===== config.mk =====
export PLATFORM = sky130hd
export DESIGN_NAME = hba_front_flat
export DESIGN_NICKNAME = d
export VERILOG_FILES = /design/src/design/hba_pkg.sv /design/src/design/hba_cmd_if.sv /design/src/design/hba_front.sv /design/src/flat_wrapper.sv
export SDC_FILE = /design/constraint.sdc
export NUM_CORES = 1
export LEC_CHECK = 0
export ABC_AREA = 1
export BUFFER_PORTS_ARGS = -buffer_cell sky130_fd_sc_hd__buf_2
export CAP_MARGIN = 20
export CORE_AREA = 4 4 81 90
export DETAILED_ROUTE_END_ITERATION = 8
export DIE_AREA = 0 0 85 94
export PLACE_DENSITY = 0.83
export SLEW_MARGIN = 20
export SYNTH_ARGS = -nofsm -noshare
export SYNTH_HDL_FRONTEND = slang
export SYNTH_SLANG_ARGS = --single-unit

===== constraint.sdc =====
create_clock -name i_clk -period 2.9 [get_ports i_clk]
set_input_delay 0.29 -clock i_clk [delete_from_list [all_inputs] [get_ports i_clk]]
set_output_delay 0.29 -clock i_clk [all_outputs]
set_load 0.05 [all_outputs]

===== src/design/hba_pkg.sv =====
// shared types, codes and helpers for the hierarchical bitmap allocator
`default_nettype none
package hba_pkg;

    localparam int WORD_BITS = 32;
    localparam int Q_DEPTH   = 2;

    typedef enum logic [2:0] {
        CMD_ANY   = 3'd0,
        CMD_TAKE  = 3'd1,
        CMD_GIVE  = 3'd2,
        CMD_QUERY = 3'd3,
        CMD_CLEAR = 3'd4
    } t_cmd;

    typedef enum logic [2:0] {
        ST_OK       = 3'd0,
        ST_RANGE    = 3'd1,
        ST_FULL     = 3'd2,
        ST_USED     = 3'd3,
        ST_NOT_USED = 3'd4
    } t_status;

    typedef enum logic [2:0] {
        K_ANY,
        K_TAKE,
        K_GIVE,
        K_QUERY,
        K_CLEAR,
        K_NONE
    } t_kind;

    typedef struct packed {
        t_kind       kind;
        logic [14:0] idx;
        logic [15:0] lim;
        t_status     status;
    } t_job;

    // position of the lowest set bit, zero for an empty word
    function automatic logic [4:0] f_low_bit(input logic [31:0] w);
        logic [4:0] p;
        p = '0;
        for (int i = 31; i >= 0; i--) begin
            if (w[i]) p = 5'(i);
        end
        return p;
    endfunction

endpackage
`default_nettype wire


===== src/design/hba_cmd_if.sv =====
// command channel interface
`default_nettype none
interface hba_cmd_if;
    logic        valid;
    logic        ready;
    logic [2:0]  command;
    logic [14:0] slot_index;

    modport source (output valid, output command, output slot_index, input ready);
    modport sink   (input valid, input command, input slot_index, output ready);
endinterface
`default_nettype wire


===== src/design/hba_front.sv =====
// front end: accepts commands, range checks them and queues jobs
`default_nettype none
module hba_front #(
    parameter int CAPACITY = 32768
) (
    input  wire logic          i_clk,
    input  wire logic          i_rst_n,
    hba_cmd_if.sink            i_cmd,
    input  wire logic [15:0]   i_entry_limit,
    input  wire logic          i_busy,
    output logic               o_job_valid,
    output hba_pkg::t_job      o_job,
    input  wire logic          i_job_pop
);
    import hba_pkg::*;

    t_job        r_q [Q_DEPTH];
    logic        r_wp, r_rp;
    logic [1:0]  r_cnt;
    logic        push;
    logic [15:0] lim;
    logic        in_range;
    t_job        job_in;

    assign lim      = (32'(i_entry_limit) > CAPACITY) ? 16'(CAPACITY) : i_entry_limit;
    assign in_range = 16'(i_cmd.slot_index) < lim;

    always_comb begin
        job_in.idx    = i_cmd.slot_index;
        job_in.lim    = lim;
        job_in.status = ST_OK;
        job_in.kind   = K_NONE;
        unique case (i_cmd.command)
            CMD_ANY:   job_in.kind = K_ANY;
            CMD_TAKE:  job_in.kind = in_range ? K_TAKE : K_NONE;
            CMD_GIVE:  job_in.kind = in_range ? K_GIVE : K_NONE;
            CMD_QUERY: job_in.kind = in_range ? K_QUERY : K_NONE;
            CMD_CLEAR: job_in.kind = K_CLEAR;
            default:   job_in.kind = K_NONE;
        endcase
        if (!in_range && (i_cmd.command == CMD_TAKE || i_cmd.command == CMD_GIVE ||
                          i_cmd.command == CMD_QUERY)) begin
            job_in.status = ST_RANGE;
        end
    end

    assign i_cmd.ready = (r_cnt != 2'(Q_DEPTH)) && !i_busy;
    assign push        = i_cmd.valid && i_cmd.ready;
    assign o_job_valid = r_cnt != 2'd0;
    assign o_job       = r_q[r_rp];

    always_ff @(posedge i_clk) begin
        if (push) begin
            r_q[r_wp] <= job_in;
        end
        if (!i_rst_n) begin
            r_wp  <= 1'b0;
            r_rp  <= 1'b0;
            r_cnt <= 2'd0;
        end else begin
            if (push) r_wp <= !r_wp;
            if (i_job_pop) r_rp <= !r_rp;
            r_cnt <= r_cnt + 2'(push) - 2'(i_job_pop);
        end
    end
endmodule
`default_nettype wire


===== src/flat_wrapper.sv =====
// flat-port wrapper written by rule: the top's interface ports become plain ports
module hba_front_flat import hba_pkg::*;
#(
    parameter int CAPACITY = 32768
)
  (i_clk, i_rst_n, i_entry_limit, i_busy, o_job_valid, o_job, i_job_pop, i_cmd_valid, i_cmd_command, i_cmd_slot_index, i_cmd_ready);
  hba_cmd_if i_cmd_i ();
  input  wire logic i_clk;
  input  wire logic i_rst_n;
  input  wire logic [15:0] i_entry_limit;
  input  wire logic i_busy;
  output logic o_job_valid;
  output hba_pkg::t_job o_job;
  input  wire logic i_job_pop;
  input wire logic [$bits(i_cmd_i.valid)-1:0] i_cmd_valid;
  input wire logic [$bits(i_cmd_i.command)-1:0] i_cmd_command;
  input wire logic [$bits(i_cmd_i.slot_index)-1:0] i_cmd_slot_index;
  output wire logic [$bits(i_cmd_i.ready)-1:0] i_cmd_ready;
  assign i_cmd_i.valid = i_cmd_valid;
  assign i_cmd_i.command = i_cmd_command;
  assign i_cmd_i.slot_index = i_cmd_slot_index;
  assign i_cmd_ready = i_cmd_i.ready;
  hba_front #(.CAPACITY(CAPACITY)) u_core (.i_clk(i_clk), .i_rst_n(i_rst_n), .i_cmd(i_cmd_i), .i_entry_limit(i_entry_limit), .i_busy(i_busy), .o_job_valid(o_job_valid), .o_job(o_job), .i_job_pop(i_job_pop));
endmodule

==> results.json, run 1 <==
{
  "outcome": "finished, final reports clean",
  "drc_errors": 0,
  "io_pins": 78,
  "cts_resized": 0,
  "cap_viol_max_count": 0,
  "final_common_cell": "buf_2",
  "r2r_slack_ns": 1.26,
  "grt_pass1_wl_mm": 10.14,
  "reg2reg_depth": 5,
  "clock_skew_ns": 0.003196,
  "end_kind": "register",
  "synth_top_area_frac": 0.6342,
  "whs_endpoint": "u_core.r_q[1][17]$_DFFE_PP_",
  "grt-ovfl-total": 0,
  "syn_to_final_growth_pct": 18.99,
  "syn-mean-instance-area_um2": 13.36,
  "synth-seq-cells": 75,
  "required_ns": 2.99,
  "placement.io_buffers": 75,
  "die_w_um": 85,
  "clk_latency_ns": 0.33,
  "drt_iter0_markers": 113,
  "num_antenna_cells": 0,
  "rsz0062_at_grt": "false",
  "slew_viol_final": 0,
  "track_usage": 0.1671,
  "post_cts_buffers": 0,
  "fin_setup_tns_ns": 0,
  "reg2reg_from": "u_core.r_cnt[0]$_SDFF_PN0_",
  "cts_hold_buf": 0,
  "crit_family": "simple AND/OR/NAND/NOR gates",
  "rows": 31,
  "fmax_mhz": 447.0,
  "htreeDepth": 3,
  "grt_pass1_vias": 2168,
  "cts.reportedPaths.clkPinSlew_ns": 0.07,
  "num-fill-cells": 531,
  "synth_area_um2": 3314,
  "ant_nets": 0,
  "yosysUniqueCellTypes": 21,
  "leakagePower_nw": 1.683,
  "cts_tree": "yes",
  "worst_path_most_repeated_cell": "nand2_1",
  "fin_cells": 417,
  "layout_common_cells": "buf_2, edfxtp_1, nand2_1",
  "fp.dieH_um": 94,
  "crit_arrival_ns": 2.33,
  "hpwl_mm": 4.352,
  "grt_max_degree": 36,
  "final_layout_size_suffix_gt1_frac": 0.3881,
  "cts_sinks": 75,
  "min_path_type": "input port to register",
  "cellPowerDensity_nw_per_um2": 595.1,
  "routed_via_density": 5.002,
  "cp_slowest_stage_delay_ns": 0.31,
  "finalWirelength_mm": 6.033,
  "finalPower_mw": 2.347,
  "yosys.area.top_type": "edfxtp_1",
  "start_util": 0.5117,
  "dr.pass1.iters": 5,
  "crit_chain": "buf_2 > inv_1 > nor2_1 > nand2_1 > nor2_1 > nand2_1 > nand2_2 > nand2_1 > ha_1 > nand2_1 > o21ai_0 > a21oi_1 > o21ai_0 > nand2_1 > nand2_2 > nor2_1",
  "worstPathMaxFanout": 15,
  "setup.worst_path.start_class": "input port",
  "yosys_warnings": 0,
  "finalSetupViolations": 0,
  "vias": 2086,
  "worstHoldStart": "i_cmd_slot_index[0]",
  "fin_crit_ns": 2.237,
  "synth_cells": 248,
  "ys_seq_area_frac": 0.6644,
  "ctsRootBufferMaster": "clkbuf_8",
  "gp_congestion": 0.8075,
  "hold_violations": 0,
  "ys_top_cells_by_area": "edfxtp_1, mux2_2, ha_1",
  "nets": 385,
  "coreArea_um2": 6477,
  "period_share": 0.7715,
  "cts_buffer_depth": 2,
  "antenna_found_initial": 0,
  "cts_buffers": 9,
  "critPathKind": "input port to register",
  "ir_drop_mv": 0.3756,
  "wl_per_cell_um": 14.47,
  "r2r_end": "u_core.r_q[1][24]$_DFFE_PP_",
  "whs_path_depth": 1,
  "placed_cells": 401,
  "path_buf_inv": 2,
  "dpl-instance-area_um2": 3792,
  "slowest_stage": "ha_1",
  "final_cell_area_um2": 3944,
  "die-area_um2": 7990
}
## Yosys cell counts, drive strengths merged
library cell / n
mux2: 35
inv: 28
o21ai: 4
a211oi: 1
nor2: 21
ha: 16
nand3: 2
xnor2: 1
clkbuf: 2
edfxtp: 70
conb: 1
a21oi: 9
nand2: 45
nor4: 1
a21boi: 1
dfxtp: 5
buf: 6
## logic make-up (layout without fill, tap and decap cells)
group / Yosys count / after routing / synth area share
fa+ha+maj: 16 / 16 / 0.06040
xor+xnor: 1 / 1 / 0.002643
compound gates: 15 / 15 / 0.02416
mux: 35 / 35 / 0.1189
flops: 75 / 75 / 0.6644
other cells: 1 / 2 / 0.001131
simple gates: 69 / 69 / 0.08418
buf+inv: 36 / 122 / 0.04416
## metal layers
layer	global-route usage	vias up	part of all wire
met3	0.06404	14	0.090
met5	0	-	0
met2	0.2720	76	0.51
met4	0.08179	0	0.023
met1	0.1929	975	0.38
li1	-	1021	-
## power by group
| group | switching (mW) | internal (mW) | leakage, nW |
|---|---|---|---|
| combinational | 0.326 | 0.135 | 0.918 |
| sequential | 0.0131 | 1.24 | 0.687 |
| clock | 0.332 | 0.298 | 0.0773 |
## stage by stage
stage / hold WS, ns / setup slack (ns) / util
finish: 0.1579 / 0.6627 / 0.6088
global route: 0.1440 / 0.3951 / 0.6088
CTS: 0.1392 / 0.6648 / 0.6088
detailed placement: 0.4833 / 0.3031 / 0.5855
global placement: 0.4791 / 0.4014 / 0.5855
floorplan: 0.3835 / -0.4770 / -
## worst max-delay path by stage
stage                               start                     endpoint  slack, ns  depth (start not counted)
2_1_floorplan  u_core.r_cnt[0]$_SDFF_PN0_   u_core.r_q[0][0]$_DFFE_PP_      -0.48                          4
3_3_place_gp            i_entry_limit[15]  u_core.r_q[0][33]$_DFFE_PP_       0.40                         16
3_5_place_dp            i_entry_limit[15]  u_core.r_q[1][33]$_DFFE_PP_       0.30                         16
4_1_cts                 i_entry_limit[15]  u_core.r_q[0][33]$_DFFE_PP_       0.66                         16
5_1_grt                 i_entry_limit[15]  u_core.r_q[0][32]$_DFFE_PP_       0.40                         17
6_report                i_entry_limit[15]  u_core.r_q[1][33]$_DFFE_PP_       0.66                         16
## flip-flops by register name, indices dropped and copies added, names as in the netlist, named ones only
name and cells:
u_core.r_q 70, u_core.r_rp 1, u_core.r_cnt 2, u_core.r_wp 1
## layout make-up
cell class	count	area, um2	area share
flip-flops and latches	75	2202	0.5584
multi-input cells	138	984.7	0.2497
repair buffers	78	397.9	0.1009
clock buffers	11	131.4	0.03331
inverters	28	105.1	0.02665
well taps	82	102.6	0.02602
clock inverters	5	20.02	0.005076
(Power assumes the default switching activity.)
==> inputs of run 2 (changes only) <==
==> constraint.sdc (replaced) <==
create_clock -name i_clk -period 2.1 [get_ports i_clk]
set_input_delay 0.21 -clock i_clk [delete_from_list [all_inputs] [get_ports i_clk]]
set_output_delay 0.21 -clock i_clk [all_outputs]
set_load 0.05 [all_outputs]
==> run 2 against run 1 <==
Final cell count up 5.8%. Global-route usage up 0.19 points. Final area grew 7.3%. First-iteration DRC count is 38% lower. Core utilization grew 4.5 points. Setup slack lost 0.53 ns.
==> results.json, run 2 (synthesized netlist as in run 1, its figures left out) <==
{
  "outcome": "finished, final reports clean",
  "grtUsageMet1": 0.2033,
  "hold_violations": 0,
  "switching_share": 0.2883,
  "layout_common_cells": "buf_2, edfxtp_1, nand2_1",
  "largest_reg_flops": 70,
  "grt_pass1_vias": 2286,
  "whs_path_depth": 1,
  "cap_viol_max_count": 0,
  "cellPowerDensity_nw_per_um2": 828.6,
  "intPower_mw": 2.496,
  "whs_endpoint": "u_core.r_q[1][17]$_DFFE_PP_",
  "die_w_um": 85,
  "worstHoldStart": "i_cmd_slot_index[0]",
  "top_register": "u_core.r_q",
  "routed_via_density": 4.868,
  "die-area_um2": 7990,
  "placement.io_buffers": 75,
  "setup.worst_path.start_class": "input port",
  "critPathKind": "input port to register",
  "regArea_um2": 2202,
  "vias": 2147,
  "num_antenna_cells": 0,
  "clock_skew_ns": 0.005331,
  "syn_to_final_growth_pct": 27.71,
  "clk_latency_ns": 0.34,
  "antenna_found_initial": 0,
  "fp.dieH_um": 94,
  "ctsRootBufferMaster": "clkbuf_8",
  "fin_cells": 441,
  "cts_tree": "yes",
  "cts_hold_buf": 0,
  "grt-ovfl-total": 0,
  "p_switching_mw": 1.011,
  "leakagePower_nw": 1.830,
  "wl_per_cell_um": 14.51,
  "required_ns": 2.19,
  "slew_viol_final": 0,
  "r2r_end": "u_core.r_cnt[1]$_SDFF_PN0_",
  "cts_buffers": 9,
  "htreeDepth": 3,
  "use_met2": 0.2940,
  "cts.reportedPaths.clkPinSlew_ns": 0.08,
  "end_kind": "register",
  "finalSetupViolations": 0,
  "post_cts_buffers": 0,
  "track_usage": 0.1690,
  "cts_buffer_depth": 2,
  "io_pins": 78,
  "dr.pass1.iters": 4,
  "coreArea_um2": 6477,
  "grt_pass1_wl_mm": 10.30,
  "clkPwrFrac": 0.306,
  "min_path_type": "input port to register",
  "worstPathMaxFanout": 6,
  "crit_arrival_ns": 2.06,
  "grt_max_degree": 36,
  "drc_errors": 0,
  "gp_congestion": 0.7699,
  "nets": 409,
  "finalPower_mw": 3.507,
  "placed_cells": 424,
  "ir_drop_mv": 0.5023,
  "finalWirelength_mm": 6.398,
  "drt_iter0_markers": 70,
  "ant_nets": 0,
  "final_layout_size_suffix_gt1_frac": 0.4568,
  "final_common_cell": "buf_2",
  "fmax_mhz": 507.0,
  "rows": 31,
  "start_util": 0.5117,
  "cts_sinks": 75,
  "reg2reg_depth": 8,
  "period_share": 0.9392,
  "grt_util_met3": 0.03070,
  "fin_crit_ns": 1.972,
  "multi_input_area_um2": 1021,
  "hpwl_mm": 4.567,
  "r2r_slack_ns": 0.61,
  "pwr-share-seq": 0.495,
  "reg_top3": "u_core.r_q x70, u_core.r_cnt x2",
  "num-fill-cells": 501,
  "reg2reg_from": "u_core.r_cnt[0]$_SDFF_PN0_",
  "combPwrFrac": 0.199,
  "grt-busiest-layer": "met2"
}
run 2: cell types whose count changed in the layout (fill, tap and decap cells not counted), sizes merged:
cell / change
buf: +23
bufinv: +1
clkbuf: -1
nand2: +1
run 2: layout make-up:
| cell class | count | share of cell area |
|---|---|---|
| Timing Repair Buffer | 101 | 0.1437 |
| Clock inverter | 6 | 0.01567 |
| Clock buffer | 10 | 0.03015 |
| Tap cell | 82 | 0.02424 |
| Sequential cell | 75 | 0.5202 |
| Multi-Input combinational cell | 139 | 0.2412 |
| Inverter | 28 | 0.02483 |
run 2: worst max-delay path, stage by stage:
cell and delay [ns]:
buf_2 0.12, nor2_1 0.11, nand2_1 0.08, nor2_2 0.15, nand2_2 0.12, nand2_4 0.12
nand2_1 0.09, ha_1 0.30, a21oi_1 0.15, nor2_1 0.06, a211oi_2 0.16, nand2_1 0.12
nand2_2 0.08, nand2_2 0.06, nand2_2 0.06, nand2_1 0.07
run 2: power by group through the flow:
stage | Clock [mW] | Combinational [mW] | Sequential, mW
2_1_floorplan | 0 | 0.488 | 1.76
3_3_place_gp | 0 | 0.680 | 1.77
3_5_place_dp | 0 | 0.698 | 1.77
4_1_cts | 1.10 | 0.701 | 1.74
5_1_grt | 1.16 | 0.755 | 1.74
6_report | 1.07 | 0.697 | 1.74
run 2: per-stage QoR:
stage | hold WS [ns] | setup WS [ns] | utilization | setup TNS [ns] | area (um2)
after detailed placement | 0.4198 | -0.3507 | 0.6197 | -2.580 | 4014
after global placement | 0.4190 | -0.2895 | 0.6197 | -2.034 | 4014
final | 0.06611 | 0.1277 | 0.6535 | 0 | 4233
after global routing | 0.05331 | -0.009164 | 0.6535 | -0.02144 | 4233
after floorplan | 0.3035 | 0.06609 | - | 0 | 3344
after CTS | 0.04763 | 0.05212 | 0.6504 | 0 | 4213
run 2: worst max path at each step:
stage / slack (ns) / from / endpoint
after detailed placement: -0.35 / i_entry_limit[6] / u_core.r_q[0][34]$_DFFE_PP_
after global placement: -0.29 / i_entry_limit[10] / u_core.r_q[0][32]$_DFFE_PP_
after CTS: 0.05 / i_entry_limit[10] / u_core.r_q[0][34]$_DFFE_PP_
after floorplan: 0.07 / i_entry_limit[15] / u_core.r_q[0][34]$_DFFE_PP_
final: 0.13 / i_entry_limit[8] / u_core.r_q[0][34]$_DFFE_PP_
after global routing: -0.009 / i_entry_limit[8] / u_core.r_q[0][34]$_DFFE_PP_
run 2: what timing repair did:
action                     in CTS  in global routing
hold endpoints to repair        0                  0
pin swaps                       0                  1
gates resized for setup         1                  4
setup endpoints to repair       2                  8
gates cloned                    0                  1
run 2: metal layers:
| metal | up-vias | share of wire |
|---|---|---|
| li1 | 1079 | - |
| met1 | 997 | 0.42 |
| met2 | 59 | 0.51 |
| met3 | 12 | 0.044 |
| met4 | 0 | 0.019 |
| met5 | - | 0 |
==> inputs of run 3 (changes only) <==
--- a/config.mk
+++ b/config.mk
@@ -8,10 +8,10 @@
 export ABC_AREA = 1
 export BUFFER_PORTS_ARGS = -buffer_cell sky130_fd_sc_hd__buf_2
 export CAP_MARGIN = 20
-export CORE_AREA = 4 4 81 90
+export CORE_AREA = 4 4 85 95
 export DETAILED_ROUTE_END_ITERATION = 8
-export DIE_AREA = 0 0 85 94
-export PLACE_DENSITY = 0.83
+export DIE_AREA = 0 0 89 99
+export PLACE_DENSITY = 0.79
 export SLEW_MARGIN = 20
 export SYNTH_ARGS = -nofsm -noshare
 export SYNTH_HDL_FRONTEND = slang
==> constraint.sdc (replaced) <==
create_clock -name i_clk -period 1.7 [get_ports i_clk]
set_input_delay 0.17 -clock i_clk [delete_from_list [all_inputs] [get_ports i_clk]]
set_output_delay 0.17 -clock i_clk [all_outputs]
set_load 0.05 [all_outputs]
==> run 3 against run 2 <==
The run now ends with negative setup slack left. Sequential share of layout area fell by 7.1 points. Clock skew rose by 0.00089 ns. Final area rose by 16%.
==> results.json, run 3 (synthesized netlist as in run 1, its figures left out) <==
{
  "min_path_type": "input port to register",
  "gp_congestion": 0.7643,
  "hold_ws_ns": 0.02912,
  "start_util": 0.4730,
  "slowest_stage": "nor4_4",
  "grt-ovfl-total": 0,
  "coreArea_um2": 7007,
  "layout_common_cells": "edfxtp_1, buf_2, nand2_1",
  "final_common_cell": "edfxtp_1",
  "track_usage": 0.1702,
  "fp.dieH_um": 99,
  "grt_pass1_vias": 2322,
  "ant_nets": 0,
  "fin_setup_tns_ns": -1.319,
  "outcome": "complete, but fails checks",
  "cts_buffer_depth": 2,
  "largest_reg_flops": 70,
  "finalWorstSetupSlack_ns": -0.1337,
  "crit_family": "simple AND/OR/NAND/NOR gates",
  "die-area_um2": 8811,
  "antenna_found_initial": 0,
  "dr.pass1.iters": 4,
  "placement.io_buffers": 75,
  "grt_pass1_wl_mm": 11.18,
  "finalWirelength_mm": 7.759,
  "hpwl_mm": 4.735,
  "whs_endpoint": "u_core.r_q[0][18]$_DFFE_PP_",
  "drt_iter0_markers": 86,
  "ctsRootBufferMaster": "clkbuf_8",
  "slew_viol_final": 0,
  "end_kind": "register",
  "vias": 2256,
  "reg2reg_from": "u_core.r_cnt[0]$_SDFF_PN0_",
  "finalSetupViolations": 24,
  "io_pins": 78,
  "cts_sinks": 75,
  "clock_skew_ns": 0.006217,
  "fin_crit_ns": 1.834,
  "grt_max_degree": 36,
  "routed_via_density": 4.969,
  "path_buf_inv": 3,
  "cts_buffers": 9,
  "required_ns": 1.80,
  "cts_hold_buf": 0,
  "critPathKind": "input port to register",
  "violations": "negative setup slack",
  "whs_path_depth": 1,
  "reg2reg_depth": 5,
  "setup.worst_path.start_class": "input port",
  "ir_drop_mv": 0.6189,
  "worstPathMaxFanout": 6,
  "top_register": "u_core.r_q",
  "fmax_mhz": 545.4,
  "rsz0062_at_grt": "true",
  "num-fill-cells": 470,
  "cts.reportedPaths.clkPinSlew_ns": 0.08,
  "die_w_um": 89,
  "wl_per_cell_um": 17.09,
  "cellPowerDensity_nw_per_um2": 970.5,
  "syn_to_final_growth_pct": 48.13,
  "nets": 419,
  "final_layout_size_suffix_gt1_frac": 0.5610,
  "period_share": 1.079,
  "reg_top3": "u_core.r_q x70, u_core.r_cnt x2",
  "leakagePower_nw": 2.074,
  "worstHoldStart": "i_cmd_slot_index[1]",
  "htreeDepth": 3,
  "r2r_slack_ns": 0.36,
  "drc_errors": 0,
  "crit_chain": "buf_4 > nor2_4 > nand2_2 > nor2_2 > nand2_2 > nand2_4 > buf_8 > nand2_2 > ha_4 > nand2_2 > buf_4 > nor4_4 > nand2_2 > nand2_2 > nor2_1",
  "clk_latency_ns": 0.34,
  "cp_slowest_stage_delay_ns": 0.28,
  "cap_viol_max_count": 0,
  "rows": 32,
  "worst_path_most_repeated_cell": "nand2_2",
  "hold_violations": 0,
  "num_antenna_cells": 0,
  "r2r_end": "u_core.r_q[0][11]$_DFFE_PP_",
  "cts_tree": "yes",
  "crit_arrival_ns": 1.94
}
[run 3: timing repair]
item                                    CTS  global route
setup buffers                             1             3
cloned                                    1             4
pin swaps                                22            25
endpoints found under the setup margin   11            33
gates resized for setup                  17           110
[run 3: layout make-up]
cell class	instances	area (um2)	share of cell area
clock buffers	11	141.4	0.02880
repair buffers	112	1023	0.2085
clock inverters	5	77.57	0.01580
flip-flops and latches	75	2207	0.4495
multi-input cells	138	1244	0.2533
well taps	85	106.4	0.02166
inverters	28	110.1	0.02243
[run 3: report_power, final]
part / leakage (nW) / internal, mW / switching [mW]
sequential: 0.688 / 2.12 / 0.0360
clock: 0.109 / 0.862 / 0.643
combinational: 1.28 / 0.454 / 0.650
total: 2.07 / 3.44 / 1.33
[run 3: worst register-to-register path, cell delays in order (launching register included)]
cell and delay [ns]:
dfxtp_2 0.33, inv_2 0.05, a21oi_4 0.17, nand2_4 0.10, nor2_4 0.13, buf_12 0.22
[run 3: worst max path at each step]
stage | depth (start not counted) | slack [ns] | end | startpoint
global placement | 14 | -0.51 | u_core.r_q[0][33]$_DFFE_PP_ | i_entry_limit[2]
global route | 17 | -0.25 | u_core.r_q[0][34]$_DFFE_PP_ | i_entry_limit[14]
floorplan | 16 | -0.17 | u_core.r_q[0][34]$_DFFE_PP_ | i_entry_limit[2]
detailed placement | 17 | -0.60 | u_core.r_q[1][34]$_DFFE_PP_ | i_entry_limit[4]
CTS | 17 | -0.12 | u_core.r_q[0][34]$_DFFE_PP_ | i_entry_limit[9]
finish | 15 | -0.13 | u_core.r_q[1][33]$_DFFE_PP_ | i_entry_limit[0]
[run 3: stage by stage]
stage,worst slack [ns],utilization,cells,power (mW),cell area [um2]
2_1_floorplan,-0.1746,-,249,2.803,3442
3_3_place_gp,-0.5115,0.5888,429,3.058,4125
3_5_place_dp,-0.5997,0.5888,429,3.083,4125
4_1_cts,-0.1219,0.6334,447,4.609,4438
5_1_grt,-0.2508,0.7007,454,4.956,4910
6_report,-0.1337,0.7007,454,4.765,4910
[run 3: metal layers]
layer  part of all wire  global-route usage  up-vias
li1                   -                   -     1092
met1               0.42              0.2051     1094
met2               0.50              0.2914       60
met3              0.061             0.05184       10
met4              0.015             0.04811        0
met5                  0                   0        -
